===== src/hdl/srsw_pkg.sv =====
package srsw_pkg;

   localparam int SEQ_SPACE = 8;
   localparam int SEQ_W = 3;
   localparam logic [SEQ_W-1:0] WINDOW_RESET = 3'd4;
   localparam logic [SEQ_W-1:0] WINDOW_MAX = SEQ_W'(SEQ_SPACE - 1);

   typedef enum logic [1:0] {
      REQ_SEND    = 2'd0,
      REQ_ACK     = 2'd1,
      REQ_TIMEOUT = 2'd2,
      REQ_NONE    = 2'd3
   } req_code_type;

   // Decision for one item, taken in the accept cycle
   typedef struct packed {
      logic             accepted;
      logic             tx_valid;
      logic             tx_from_mem;
      logic [SEQ_W-1:0] tx_seq;
      logic             timer_start;
      logic             timer_stop;
      logic [SEQ_W-1:0] timer_seq;
   } dec_type;

endpackage


===== src/hdl/srsw_ram.sv =====
module srsw_ram #(
   parameter int WIDTH = 64,
   parameter int DEPTH = 8
) (
   input  logic                     clock,
   input  logic                     wr_en,
   input  logic [$clog2(DEPTH)-1:0] wr_addr,
   input  logic [WIDTH-1:0]         wr_data,
   input  logic [$clog2(DEPTH)-1:0] rd_addr,
   output logic [WIDTH-1:0]         rd_data
);

   logic [WIDTH-1:0] mem_ff [DEPTH];
   logic [WIDTH-1:0] rd_data_ff;

   always_ff @(posedge clock) begin
      if (wr_en) begin
         mem_ff[wr_addr] <= wr_data;
      end
      rd_data_ff <= mem_ff[rd_addr];
   end

   assign rd_data = rd_data_ff;

endmodule


===== src/hdl/srsw_ctrl.sv =====
module srsw_ctrl
   import srsw_pkg::*;
(
   input  logic             clock,
   input  logic             reset,
   input  logic             req_fire,
   input  logic [1:0]       req_type,
   input  logic [SEQ_W-1:0] req_seq_num,
   input  logic             req_checksum_ok,
   input  logic             csr_fire,
   input  logic [SEQ_W-1:0] csr_data,
   output dec_type          dec,
   output logic [SEQ_W-1:0] base_ptr,
   output logic [SEQ_W-1:0] next_ptr
);

   logic [SEQ_W-1:0]     base_ff, base_in;
   logic [SEQ_W-1:0]     next_ff, next_in;
   logic [SEQ_W-1:0]     window_ff;
   logic [SEQ_SPACE-1:0] marks_ff, marks_in;

   logic [SEQ_W-1:0]     outstanding;
   logic [SEQ_W-1:0]     eff_window;
   logic                 seq_in_window;
   logic                 send_ok, ack_ok, timeout_ok;
   logic [SEQ_SPACE-1:0] seq_onehot, next_onehot;
   logic [SEQ_SPACE-1:0] marks_set;
   logic [SEQ_SPACE-1:0] clr_mask;
   logic [SEQ_W-1:0]     slide_cnt;

   assign outstanding   = next_ff - base_ff;
   assign eff_window    = (window_ff > WINDOW_MAX) ? WINDOW_MAX : window_ff;
   assign seq_in_window = (req_seq_num - base_ff) < outstanding;

   assign seq_onehot  = {{(SEQ_SPACE-1){1'b0}}, 1'b1} << req_seq_num;
   assign next_onehot = {{(SEQ_SPACE-1){1'b0}}, 1'b1} << next_ff;

   always_comb begin
      send_ok    = 1'b0;
      ack_ok     = 1'b0;
      timeout_ok = 1'b0;
      unique case (req_type)
         REQ_SEND:    send_ok = outstanding < eff_window;
         REQ_ACK:     ack_ok = req_checksum_ok && seq_in_window;
         REQ_TIMEOUT: timeout_ok = seq_in_window && !marks_ff[req_seq_num];
         default:     ;
      endcase
   end

   always_comb begin
      dec.accepted    = send_ok | ack_ok;
      dec.tx_valid    = send_ok | timeout_ok;
      dec.tx_from_mem = timeout_ok;
      dec.tx_seq      = send_ok ? next_ff : (timeout_ok ? req_seq_num : '0);
      dec.timer_start = send_ok | timeout_ok;
      dec.timer_stop  = ack_ok;
      dec.timer_seq   = send_ok ? next_ff :
                        ((ack_ok | timeout_ok) ? req_seq_num : '0);
   end

   // Slide: count marked slots in a run from the base, within the outstanding span
   assign marks_set = marks_ff | (ack_ok ? seq_onehot : '0);

   always_comb begin : slide_calc
      logic [2*SEQ_SPACE-1:0] rot_wide;
      logic [SEQ_SPACE-1:0]   rot;
      logic [SEQ_SPACE-1:0]   clr_rot;
      logic [2*SEQ_SPACE-1:0] clr_wide;
      logic                   run;
      rot_wide  = {marks_set, marks_set} >> base_ff;
      rot       = rot_wide[SEQ_SPACE-1:0];
      slide_cnt = '0;
      run       = 1'b1;
      for (int i = 0; i < SEQ_SPACE; i++) begin
         if (run && rot[i] && (SEQ_W'(i) < outstanding)) begin
            slide_cnt = slide_cnt + 1'b1;
         end else begin
            run = 1'b0;
         end
      end
      for (int i = 0; i < SEQ_SPACE; i++) begin
         clr_rot[i] = SEQ_W'(i) < slide_cnt;
      end
      clr_wide = {clr_rot, clr_rot} << base_ff;
      clr_mask = clr_wide[2*SEQ_SPACE-1:SEQ_SPACE];
   end

   always_comb begin
      base_in  = base_ff;
      next_in  = next_ff;
      marks_in = marks_ff;
      if (req_fire) begin
         if (send_ok) begin
            marks_in = marks_ff & ~next_onehot;
            next_in  = next_ff + 1'b1;
         end else if (ack_ok) begin
            marks_in = marks_set & ~clr_mask;
            base_in  = base_ff + slide_cnt;
         end
      end
   end

   always_ff @(posedge clock) begin
      if (reset) begin
         base_ff   <= '0;
         next_ff   <= '0;
         marks_ff  <= '0;
         window_ff <= WINDOW_RESET;
      end else begin
         base_ff  <= base_in;
         next_ff  <= next_in;
         marks_ff <= marks_in;
         if (csr_fire) begin
            window_ff <= csr_data;
         end
      end
   end

   assign base_ptr = base_ff;
   assign next_ptr = next_ff;

   logic [SEQ_SPACE-1:0] span_rot, span_mask;
   logic [2*SEQ_SPACE-1:0] span_wide;
   always_comb begin
      for (int i = 0; i < SEQ_SPACE; i++) begin
         span_rot[i] = SEQ_W'(i) < outstanding;
      end
   end
   assign span_wide = {span_rot, span_rot} << base_ff;
   assign span_mask = span_wide[2*SEQ_SPACE-1:SEQ_SPACE];

   // marks only live on sent, unslid slots
   a_marks_in_span: assert property (@(posedge clock) disable iff (reset)
      (marks_ff & ~span_mask) == '0)
      else $error("mark set outside outstanding span");

   // after every slide the base slot is unmarked
   a_base_unmarked: assert property (@(posedge clock) disable iff (reset)
      !marks_ff[base_ff])
      else $error("base slot left marked");

   a_slide_in_span: assert property (@(posedge clock) disable iff (reset)
      slide_cnt <= outstanding)
      else $error("slide runs past the outstanding span");

endmodule


===== src/hdl/selective_repeat_sender_window_core.sv =====
// Latency: the result of an item is strobed on rsp_* in the cycle after start is taken.
// A new item is not taken while busy is high; busy is high during the result cycle while the
//   payload RAM's registered read completes.
// The receiver cannot stall: rsp_strobe lasts one cycle and the item is then gone.
// Reset (synchronous): window base and next pointer zero, acked marks cleared,
//   window size 4; the payload RAM is not cleared, no clearing pass.
module selective_repeat_sender_window_core
   import srsw_pkg::*;
#(
   parameter int PAYLOAD_WIDTH = 64
) (
   input  logic                     clock,
   input  logic                     reset,
   input  logic                     start,
   output logic                     busy,
   input  logic [1:0]               req_type,
   input  logic [SEQ_W-1:0]         req_seq_num,
   input  logic                     req_checksum_ok,
   input  logic [PAYLOAD_WIDTH-1:0] req_message_word,
   output logic                     rsp_strobe,
   output logic                     rsp_accepted,
   output logic                     rsp_tx_valid,
   output logic [SEQ_W-1:0]         rsp_tx_seq,
   output logic [PAYLOAD_WIDTH-1:0] rsp_tx_payload,
   output logic                     rsp_timer_start,
   output logic                     rsp_timer_stop,
   output logic [SEQ_W-1:0]         rsp_timer_seq,
   output logic [SEQ_W-1:0]         rsp_window_base,
   output logic [SEQ_W-1:0]         rsp_next_seq,
   input  logic                     csr_valid,
   output logic                     csr_ready,
   input  logic [SEQ_W-1:0]         csr_data
);

   typedef enum logic [1:0] {
      PH_IDLE = 2'b01,
      PH_RESP = 2'b10
   } phase_type;

   phase_type                phase_ff, phase_in;
   dec_type                  dec;
   dec_type                  dec_ff;
   logic [PAYLOAD_WIDTH-1:0] msg_ff;
   logic [PAYLOAD_WIDTH-1:0] ram_rd_data;
   logic                     req_fire;
   logic                     csr_fire;
   logic [SEQ_W-1:0]         base_ptr, next_ptr;

   assign busy      = (phase_ff == PH_RESP);
   assign req_fire  = start & ~busy;
   assign csr_ready = ~busy;
   assign csr_fire  = csr_valid & csr_ready;

   srsw_ctrl u_ctrl (
      .clock           (clock),
      .reset           (reset),
      .req_fire        (req_fire),
      .req_type        (req_type),
      .req_seq_num     (req_seq_num),
      .req_checksum_ok (req_checksum_ok),
      .csr_fire        (csr_fire),
      .csr_data        (csr_data),
      .dec             (dec),
      .base_ptr        (base_ptr),
      .next_ptr        (next_ptr)
   );

   // send writes the slot at accept; timeout reads it, data lands in the result cycle
   srsw_ram #(
      .WIDTH (PAYLOAD_WIDTH),
      .DEPTH (SEQ_SPACE)
   ) u_payload_ram (
      .clock   (clock),
      .wr_en   (req_fire & dec.tx_valid & ~dec.tx_from_mem),
      .wr_addr (dec.tx_seq),
      .wr_data (req_message_word),
      .rd_addr (req_seq_num),
      .rd_data (ram_rd_data)
   );

   always_comb begin
      phase_in = phase_ff;
      unique case (phase_ff)
         PH_IDLE: if (req_fire) phase_in = PH_RESP;
         PH_RESP: phase_in = PH_IDLE;
         default: phase_in = PH_IDLE;
      endcase
   end

   always_ff @(posedge clock) begin
      if (reset) begin
         phase_ff <= PH_IDLE;
      end else begin
         phase_ff <= phase_in;
      end
   end

   always_ff @(posedge clock) begin
      if (req_fire) begin
         dec_ff <= dec;
         msg_ff <= req_message_word;
      end
   end

   assign rsp_strobe      = busy;
   assign rsp_accepted    = dec_ff.accepted;
   assign rsp_tx_valid    = dec_ff.tx_valid;
   assign rsp_tx_seq      = dec_ff.tx_seq;
   assign rsp_tx_payload  = !dec_ff.tx_valid ? '0 :
                            (dec_ff.tx_from_mem ? ram_rd_data : msg_ff);
   assign rsp_timer_start = dec_ff.timer_start;
   assign rsp_timer_stop  = dec_ff.timer_stop;
   assign rsp_timer_seq   = dec_ff.timer_seq;
   assign rsp_window_base = base_ptr;
   assign rsp_next_seq    = next_ptr;

   a_fire_then_result: assert property (@(posedge clock) disable iff (reset)
      req_fire |=> rsp_strobe)
      else $error("accepted item produced no result");

   a_result_from_fire: assert property (@(posedge clock) disable iff (reset)
      rsp_strobe |-> $past(req_fire))
      else $error("result without accepted item");

   a_timer_excl: assert property (@(posedge clock) disable iff (reset)
      rsp_strobe |-> !(rsp_timer_start && rsp_timer_stop))
      else $error("timer start and stop together");

   a_tx_starts_timer: assert property (@(posedge clock) disable iff (reset)
      (rsp_strobe && rsp_tx_valid) |-> (rsp_timer_start && rsp_timer_seq == rsp_tx_seq))
      else $error("transmit without timer start on same slot");

endmodule

===== config.mk =====
export PLATFORM = sky130hd
export DESIGN_NAME = selective_repeat_sender_window_core
export DESIGN_NICKNAME = d
export VERILOG_FILES = /design/src/hdl/srsw_pkg.sv /design/src/hdl/srsw_ram.sv /design/src/hdl/srsw_ctrl.sv /design/src/hdl/selective_repeat_sender_window_core.sv
export SDC_FILE = /design/constraint.sdc
export NUM_CORES = 1
export LEC_CHECK = 0
export ABC_CLOCK_PERIOD_IN_PS = 11170
export BUFFER_PORTS_ARGS = -buffer_cell sky130_fd_sc_hd__buf_2
export CAP_MARGIN = 0
export CORE_ASPECT_RATIO = 0.7
export CORE_MARGIN = 10
export CORE_UTILIZATION = 35
export DETAILED_ROUTE_END_ITERATION = 10
export GPL_ROUTABILITY_DRIVEN = 1
export PLACE_DENSITY = 0.52
export SYNTH_ARGS = -nofsm -noshare
export SYNTH_HDL_FRONTEND = slang
export SYNTH_SLANG_ARGS = --single-unit

===== constraint.sdc =====
create_clock -name clock -period 11.17 [get_ports clock]
set_clock_uncertainty 0.1 [all_clocks]
set_input_delay 1.117 -clock clock [delete_from_list [all_inputs] [get_ports clock]]
set_output_delay 1.117 -clock clock [all_outputs]
set_load 0.1 [all_outputs]

==> results.toml, run 1 <==
[drt]
vias = 13900
wl_per_cell_um = 24.2
dr.pass1.iters = 5
wl_mm = 65.0
drc = 0
ant_nets = 0
viasPerCell = 5.17
drtIter0Drc = 887

[sta]
tightest_slew_ns = 1.15
setup_tns_ns = 0
maxSlewViolCount = 0
rsz0062_at_grt = "false"
setup_viol_count_final = 0
fin_crit_sh = 0.832
maxSlewHeadroom = 0.229
fmaxAchievable_ghz = 0.108
hold_violations = 0
period_minus_slack_ns = 9.29

[clock_network]
clk_pin_slew_ns = 0.06
post_cts_buffers = 0
cts_buffers = 69
clk_path_buf_depth = 3
cts-root-buf = "clkbuf_16"
cts_hold_buffers = 0
post_cts_resized = 0
clock_latency_ns = 0.61
cts.sink_count = 669
h-tree-depth = 3
cts_tree = "done"

[floorplanning]
core_um2 = 75500
ios = 160
fp.dieH_um = 251
die_w_um = 351
die_area_um2 = 88200
num_rows = 84
start_util = 0.355

[cells_and_area]
area_growth_pct = 15.5
fillers = 6781
final_area_um2 = 30900
nNetsFinal = 1734
drive_gt1_frac = 0.305
final_cell_mix = "edfxtp_1, buf_2, mux4_2, dfxtp_1, nand2_1"
final_common_cell = "edfxtp_1"

[worst_setup_path]
crit_path_start_kind = "register"
cp.arrival_ns = 9.68
cp-startpoint = "u_ctrl.base_ptr[1]"
rrSetupSlack_ns = 1.88
worst-setup-path-type = "reg -> reg"
worstPathMaxFanout = 23
end_kind = "register"
critPathRequiredTime_ns = 11.56
crit_family = "compound AO/OA/AOI/OAI gates"
cp_common_cell = "ha_1"
max_stage_delay_ns = 0.68
path_buf_inv = 5
rr_startpoint = "u_ctrl.base_ptr[1]"
slowest_stage = "fa_1"

[global_routing]
grt_max_degree = 67
antenna_found_initial = 8
grt_pass1_vias = 14500
grt_pass1_wl_mm = 97.3
grtUsageTotal = 0.147
grt_remaining_overflow = 0

[worst_hold_path]
hold_start = "phase_ff[0]"
hold_path_class = "reg -> reg"

[yosys]
syn_avg_cell_area_um2 = 18.4
synth.distinct_cells = 80
synthCells = 1455
synth-seq-cells = 669
yosys_warnings = 0
async_flop_share = 0
syn_nets = 1551
syn_area_um2 = 26800
yosysSeqAreaShare = 0.719
synth_edf_count = 586
synth_flop_cell = "edfxtp_1"

[placed_design]
hpwl_mm = 37.1
place_area_um2 = 28800
port-buffer-count = 159
gp_congestion = 0.848

[power_and_ir_drop]
cellLeakagePower_nw = 10.5
powerDensity_nw_per_um2 = 175
peakVddDrop_mv = 0.0838
power_mw = 5.41

[flow_run]
max_cap_viol_count = 0

[run_status]
status = "finished, final reports clean"
==> state kept, by name, indices dropped and copies added (netlist names) <==
signal / count
u_ctrl.base_ptr: 3
rsp_timer_seq: 3
rsp_timer_stop: 1
u_ctrl.marks_ff: 8
dec_ff: 1
rsp_tx_seq: 3
rsp_accepted: 1
u_ctrl.window_ff: 3
u_ctrl.next_ptr: 3
msg_ff: 64
phase_ff: 2
rsp_timer_start: 1
u_payload_ram.rd_data: 64
u_payload_ram.mem_ff: 512
==> per-layer routing <==
layer / GRT usage / share of wire
met1: 0.202 / 0.46
met4: 0.0347 / 0.019
met2: 0.233 / 0.47
met5: 0 / 0.00052
met3: 0.0353 / 0.052
==> synth_stat cells (all sizes together) (7+ instances only) <==
| master | number | area, um2 |
|---|---|---|
| nor3 | 7 | 56.3 |
| a211oi | 9 | 72.6 |
| nor2 | 48 | 183 |
| o21ai | 26 | 134 |
| buf | 39 | 196 |
| inv | 30 | 113 |
| nand2b | 9 | 63.8 |
| edfxtp | 586 | 17600 |
| mux4 | 134 | 3020 |
| mux2 | 58 | 657 |
| ha | 16 | 200 |
| dfxtp | 83 | 1660 |
| a21oi | 16 | 80.1 |
| o31ai | 8 | 73.8 |
| clkbuf | 37 | 139 |
| nand3 | 27 | 135 |
| mux2i | 71 | 711 |
| xnor2 | 9 | 97.6 |
| nor2b | 67 | 419 |
| nand2 | 74 | 278 |
| nand4 | 7 | 43.8 |
==> logic make-up (layout without fill, tap and decap cells) <==
kind of cell	after synthesis	count (layout)	share of synthesized area
XOR/XNOR	13	13	0.00495
other	0	3	0
multiplexers	263	263	0.164
adder cells (fa/ha/maj)	25	25	0.0121
AO/OA/AOI/OAI	116	116	0.0331
AND/OR/NAND/NOR	262	262	0.0501
buffers and inverters	107	343	0.0169
flip-flops	669	669	0.719
==> layout make-up <==
| cell class | instances | area, um2 | share of cell area |
|---|---|---|---|
| antenna | 3 | 7.51 | 0.000243 |
| clock buffer | 100 | 1980 | 0.0639 |
| clock inverter | 24 | 185 | 0.00598 |
| inverter | 31 | 118 | 0.00380 |
| multi-input combinational | 679 | 7130 | 0.231 |
| sequential | 669 | 19300 | 0.622 |
| tap | 989 | 1240 | 0.0400 |
| timing repair buffer | 188 | 1030 | 0.0332 |
==> worst paths after layout <==
path / to / cells past startpoint
setup reg to reg: u_ctrl.marks_ff[0] / 34
hold / removal: phase_ff[0] / 1
setup / recovery: u_ctrl.marks_ff[0] / 34
hold reg to reg: phase_ff[0] / 1
==> power by group <==
group | leakage [nW] | switching (mW) | internal [mW]
Sequential | 6.03 | 0.0135 | 2.77
Combinational | 3.38 | 0.310 | 0.116
Clock | 1.06 | 0.941 | 1.26
Total | 10.5 | 1.26 | 4.14
==> metrics by stage <==
stage	util	hold WS, ns	instances	setup slack (ns)
floorplan	-	0.310	1455	2.57
global placement	0.381	0.321	2556	1.67
detailed placement	0.381	0.335	2556	1.51
CTS	0.410	0.349	2680	2.01
global route	0.410	0.374	2681	1.27
finish	0.410	0.355	2683	1.88
Note: power is estimated with default switching activity, not from simulation.
==> inputs of run 2 (changes only) <==
Settings changed: ABC_CLOCK_PERIOD_IN_PS 11170 to 8500, PLACE_DENSITY 0.52 to 0.54.
Clock period 11.17 ns to 8.5 ns, I/O delays scaled along.
==> run 2 against run 1 <==
Against the previous run:
- worst hold slack got worse by 0.0061 ns
- sequential share of layout area decreased by 0.76 points
- global-route usage is 0.080 points lower
- critical path depth did not move
- clock power up 40%
- core utilization up 0.51 points
- sequential cell count is the same
- count of clock-buffer cells in the layout is 10 lower
- critical path type unchanged
- largest cell class unchanged
- largest power group unchanged
==> results.toml, run 2 (synthesis results as in run 1) <==
[worst_setup_path]
cp.arrival_ns = 8.45
critPathRequiredTime_ns = 8.94
crit_family = "adder cells"
worstPathMaxFanout = 10
end_kind = "register"
path_buf_inv = 4
slowest_stage = "o31ai_4"
max_stage_delay_ns = 0.52
cp_common_cell = "ha_1"
worst-setup-path-type = "reg -> reg"
crit_path_start_kind = "register"

[cells_and_area]
drive_gt1_frac = 0.313
area_growth_pct = 17.0
instances_no_fill = 2708
final_common_cell = "edfxtp_1"
regMostFlops = "u_payload_ram.mem_ff"
largest_register_ffs = 512
fin_util = 0.415
fillers = 6713
final_cell_mix = "edfxtp_1, buf_2, mux4_2, dfxtp_1, nand2_1"
final_area_um2 = 31300
nNetsFinal = 1754

[power_and_ir_drop]
cellLeakagePower_nw = 10.7
peakVddDrop_mv = 0.135
power_mw = 7.30
powerDensity_nw_per_um2 = 233

[placed_design]
pre_cts_ws_ns = -0.00705
place_area_um2 = 29000
dp_cells = 2572
hpwl_mm = 36.8
gp_congestion = 0.857
port-buffer-count = 159

[sta]
fmaxAchievable_ghz = 0.125
fin_ws_ns = 0.487
period_minus_slack_ns = 8.01
rsz0062_at_grt = "false"
tightest_slew_ns = 1.01
maxSlewViolCount = 0
setup_viol_count_final = 0
maxSlewHeadroom = 0.324
hold_violations = 0
setup_tns_ns = 0
fin_crit_sh = 0.943
holdWs_ns = 0.349

[drt]
ant_nets = 0
wl_per_cell_um = 23.8
dr.pass1.iters = 5
drtIter0Drc = 1010
viasPerCell = 5.13
wl_mm = 64.5
vias = 13900
drc = 0

[clock_network]
cts_buffers = 70
clock_latency_ns = 0.60
clk_path_buf_depth = 3
cts_tree = "done"
h-tree-depth = 3
cts-root-buf = "clkbuf_16"
clk_pin_slew_ns = 0.06
cts.sink_count = 669
cts_hold_buffers = 0

[global_routing]
grt_remaining_overflow = 0
grt_pass1_wl_mm = 96.8
grt_pass1_vias = 14700
antenna_found_initial = 9
grt_max_degree = 142
grtUsageTotal = 0.146

[floorplanning]
ios = 160
fp.dieH_um = 251
num_rows = 84
die_area_um2 = 88200
start_util = 0.355
die_w_um = 351
core_um2 = 75500

[flow_run]
max_cap_viol_count = 0

[worst_hold_path]
hold_path_class = "reg -> reg"

[run_status]
status = "finished, final reports clean"
-- run 2: cell types whose count changed in the layout (fill, tap and decap cells not counted), moves of 4 or more --
cell and delta:
bufinv_16 +7, inv_6 +5, clkbuf_1 -6, clkbuf_8 -4, buf_4 +14, clkinv_2 -6, clkinv_1 +12, buf_12 +5
-- run 2: worst paths after layout --
check        slack [ns]  cells past startpoint                from                  to
max reg2reg        0.49                     34  u_ctrl.next_ptr[0]  u_ctrl.marks_ff[5]
min reg2reg        0.35                      1         phase_ff[0]         phase_ff[0]
min                0.35                      1         phase_ff[0]         phase_ff[0]
max                0.49                     34  u_ctrl.next_ptr[0]  u_ctrl.marks_ff[5]
-- run 2: power breakdown --
part | internal, mW | switching, mW
clock network | 1.83 | 1.25
logic | 0.156 | 0.406
registers | 3.64 | 0.0199
total | 5.62 | 1.67
-- run 2: area by class of cell --
cell class	count	area [um2]	area share
multi-input cells	679	7160	0.228
clock inverters	39	413	0.0132
clock buffers	90	1900	0.0606
well taps	989	1240	0.0395
repair buffers	207	1230	0.0394
inverters	31	120	0.00383
flip-flops and latches	669	19300	0.615
diodes	4	10.0	0.000320
-- run 2: worst reg2reg max path: cells and delay by family (launching register included) --
kind | cells | cell delay (ns)
DFF | 1 | 0.41
muxes | 4 | 1.04
xor gates and xnor gates | 2 | 0.55
AOI/OAI and AO/OA | 11 | 2.05
and+or+nand+nor | 5 | 1.09
buffers and inverters | 4 | 0.42
adders and majority gates | 8 | 2.29
-- run 2: what timing repair did --
item,in CTS,in global routing
gates resized for setup,0,5
endpoints found under the hold margin,0,0
setup buffers,0,3
endpoints found under the setup margin,0,9
-- run 2: per-layer routing --
metal / vias up / part of all wire / track usage / wire length [um]
met2: 356 / 0.46 / 0.226 / 29600
met5: - / 0.00090 / 0 / 58
li1: 6197 / - / - / -
met3: 98 / 0.053 / 0.0375 / 3420
met4: 10 / 0.018 / 0.0326 / 1160
met1: 7232 / 0.47 / 0.205 / 30300
==> inputs of run 3 (changes only) <==
Settings changed: CAP_MARGIN 0 to 20, CELL_PAD_IN_SITES_DETAIL_PLACEMENT set to 1, CELL_PAD_IN_SITES_GLOBAL_PLACEMENT set to 2, PLACE_DENSITY 0.54 to 0.66.
==> run 3 against run 2 <==
Against the previous run:
- wire length increased by 5.9%
- sequential share of layout area rose by 0.23 points
- global-route usage up 0.82 points
- total power shrank 2.3%
- sequential power about the same
- clock power shrank 6%
- combinational power rose by 1%
==> results.toml, run 3 (synthesis results as in run 1) <==
[run_status]
status = "finished, final reports clean"

[cells_and_area]
nNetsFinal = 1758
final_common_cell = "edfxtp_1"
final_cell_mix = "edfxtp_1, buf_2, mux4_2, dfxtp_1, nand2_1"
regMostFlops = "u_payload_ram.mem_ff"
fillers = 7339
drive_gt1_frac = 0.314
largest_register_ffs = 512
fin_util = 0.414
area_growth_pct = 16.5

[worst_setup_path]
crit_path_start_kind = "register"
end_kind = "register"
cp-startpoint = "u_ctrl.next_ptr[0]"
worst-setup-path-type = "reg -> reg"
max_stage_delay_ns = 0.51
critPathRequiredTime_ns = 8.90
rr_startpoint = "u_ctrl.next_ptr[0]"
worstPathMaxFanout = 10
slowest_stage = "fa_1"
cp_common_cell = "ha_1"
cp.arrival_ns = 8.30

[clock_network]
h-tree-depth = 3
clk_pin_slew_ns = 0.06
clk_path_buf_depth = 3
clock_latency_ns = 0.63
cts_hold_buffers = 0
cts_buffers = 66
cts.sink_count = 669
cts_tree = "done"
cts-root-buf = "clkbuf_16"

[sta]
maxSlewViolCount = 0
fin_ws_ns = 0.599
rsz0062_at_grt = "false"
fin_crit_sh = 0.929
setup_tns_ns = 0
period_minus_slack_ns = 7.90
fmaxAchievable_ghz = 0.127
holdWs_ns = 0.346
maxSlewHeadroom = 0.258
hold_violations = 0
tightest_slew_ns = 1.11
setup_viol_count_final = 0

[power_and_ir_drop]
power_mw = 7.13
peakVddDrop_mv = 0.124
cellLeakagePower_nw = 10.6
powerDensity_nw_per_um2 = 228

[global_routing]
grt_pass1_wl_mm = 102
grt_remaining_overflow = 0
grtUsageTotal = 0.154
grt_max_degree = 142
antenna_found_initial = 10
grt_pass1_vias = 15300

[floorplanning]
core_um2 = 75500
num_rows = 84
die_w_um = 351
fp.dieH_um = 251
die_area_um2 = 88200
ios = 160
start_util = 0.355

[drt]
drtIter0Drc = 881
wl_mm = 68.3
drc = 0
ant_nets = 0
vias = 14000
dr.pass1.iters = 5
viasPerCell = 5.18
wl_per_cell_um = 25.2

[worst_hold_path]
hold_start = "phase_ff[0]"
hold_path_class = "reg -> reg"

[placed_design]
gp_congestion = 0.857
hpwl_mm = 39.1
pre_cts_ws_ns = 0.00854
port-buffer-count = 159

[flow_run]
max_cap_viol_count = 0
==> run 3: cell count changes in the layout (fill, tap and decap cells not counted), sizes merged <==
| cell | delta |
|---|---|
| clkinv | -9 |
| buf | +8 |
| clkbuf | +6 |
| bufinv | -3 |
| diode | -2 |
| clkinvlp | -1 |
==> run 3: repair_timing <==
item                       CTS  global route
resized for setup            0             9
setup endpoints to repair    0             9
hold endpoints to repair     0             0
buffers inserted             0             1
==> run 3: area by class of cell <==
type	instances	area, um2	share of cell area
multi-input cells	679	7170	0.230
diodes	2	5.00	0.000160
clock inverters	26	292	0.00934
clock buffers	96	1830	0.0585
inverters	31	118	0.00377
well taps	989	1240	0.0396
flip-flops and latches	669	19300	0.617
repair buffers	215	1310	0.0418
==> run 3: where the power goes <==
group	switching (mW)	internal, mW
Combinational	0.411	0.157
Clock	1.25	1.66
Sequential	0.0186	3.64
==> run 3: metrics by stage <==
stage               cell area (um2)  instances
detailed placement            29000       2582
global placement              29000       2582
finish                        31200       2707
global route                  31200       2706
floorplan                     26800       1455
CTS                           31200       2704
==> run 3: path summary, 6_finish.rpt <==
path	depth (start not counted)	slack [ns]	to
max	35	0.60	u_ctrl.marks_ff[6]
min	1	0.35	phase_ff[0]
min reg2reg	1	0.35	phase_ff[0]
max reg2reg	35	0.60	u_ctrl.marks_ff[6]
==> run 3: routing by layer <==
metal / wire length [um] / track usage
met4: 1080 / 0.0348
met2: 31600 / 0.242
met3: 3980 / 0.0387
met1: 31500 / 0.214
met5: 100 / 0
==> run 3: worst max-delay path: cells and delay by family, from the launching register on <==
family	cells	cell delay, ns
AOI/OAI and AO/OA	12	2.20
buffers and inverters	5	0.59
DFF	1	0.37
muxes	3	0.83
adders and majority gates	8	2.40
and+or+nand+nor	6	1.10
xor gates and xnor gates	1	0.17
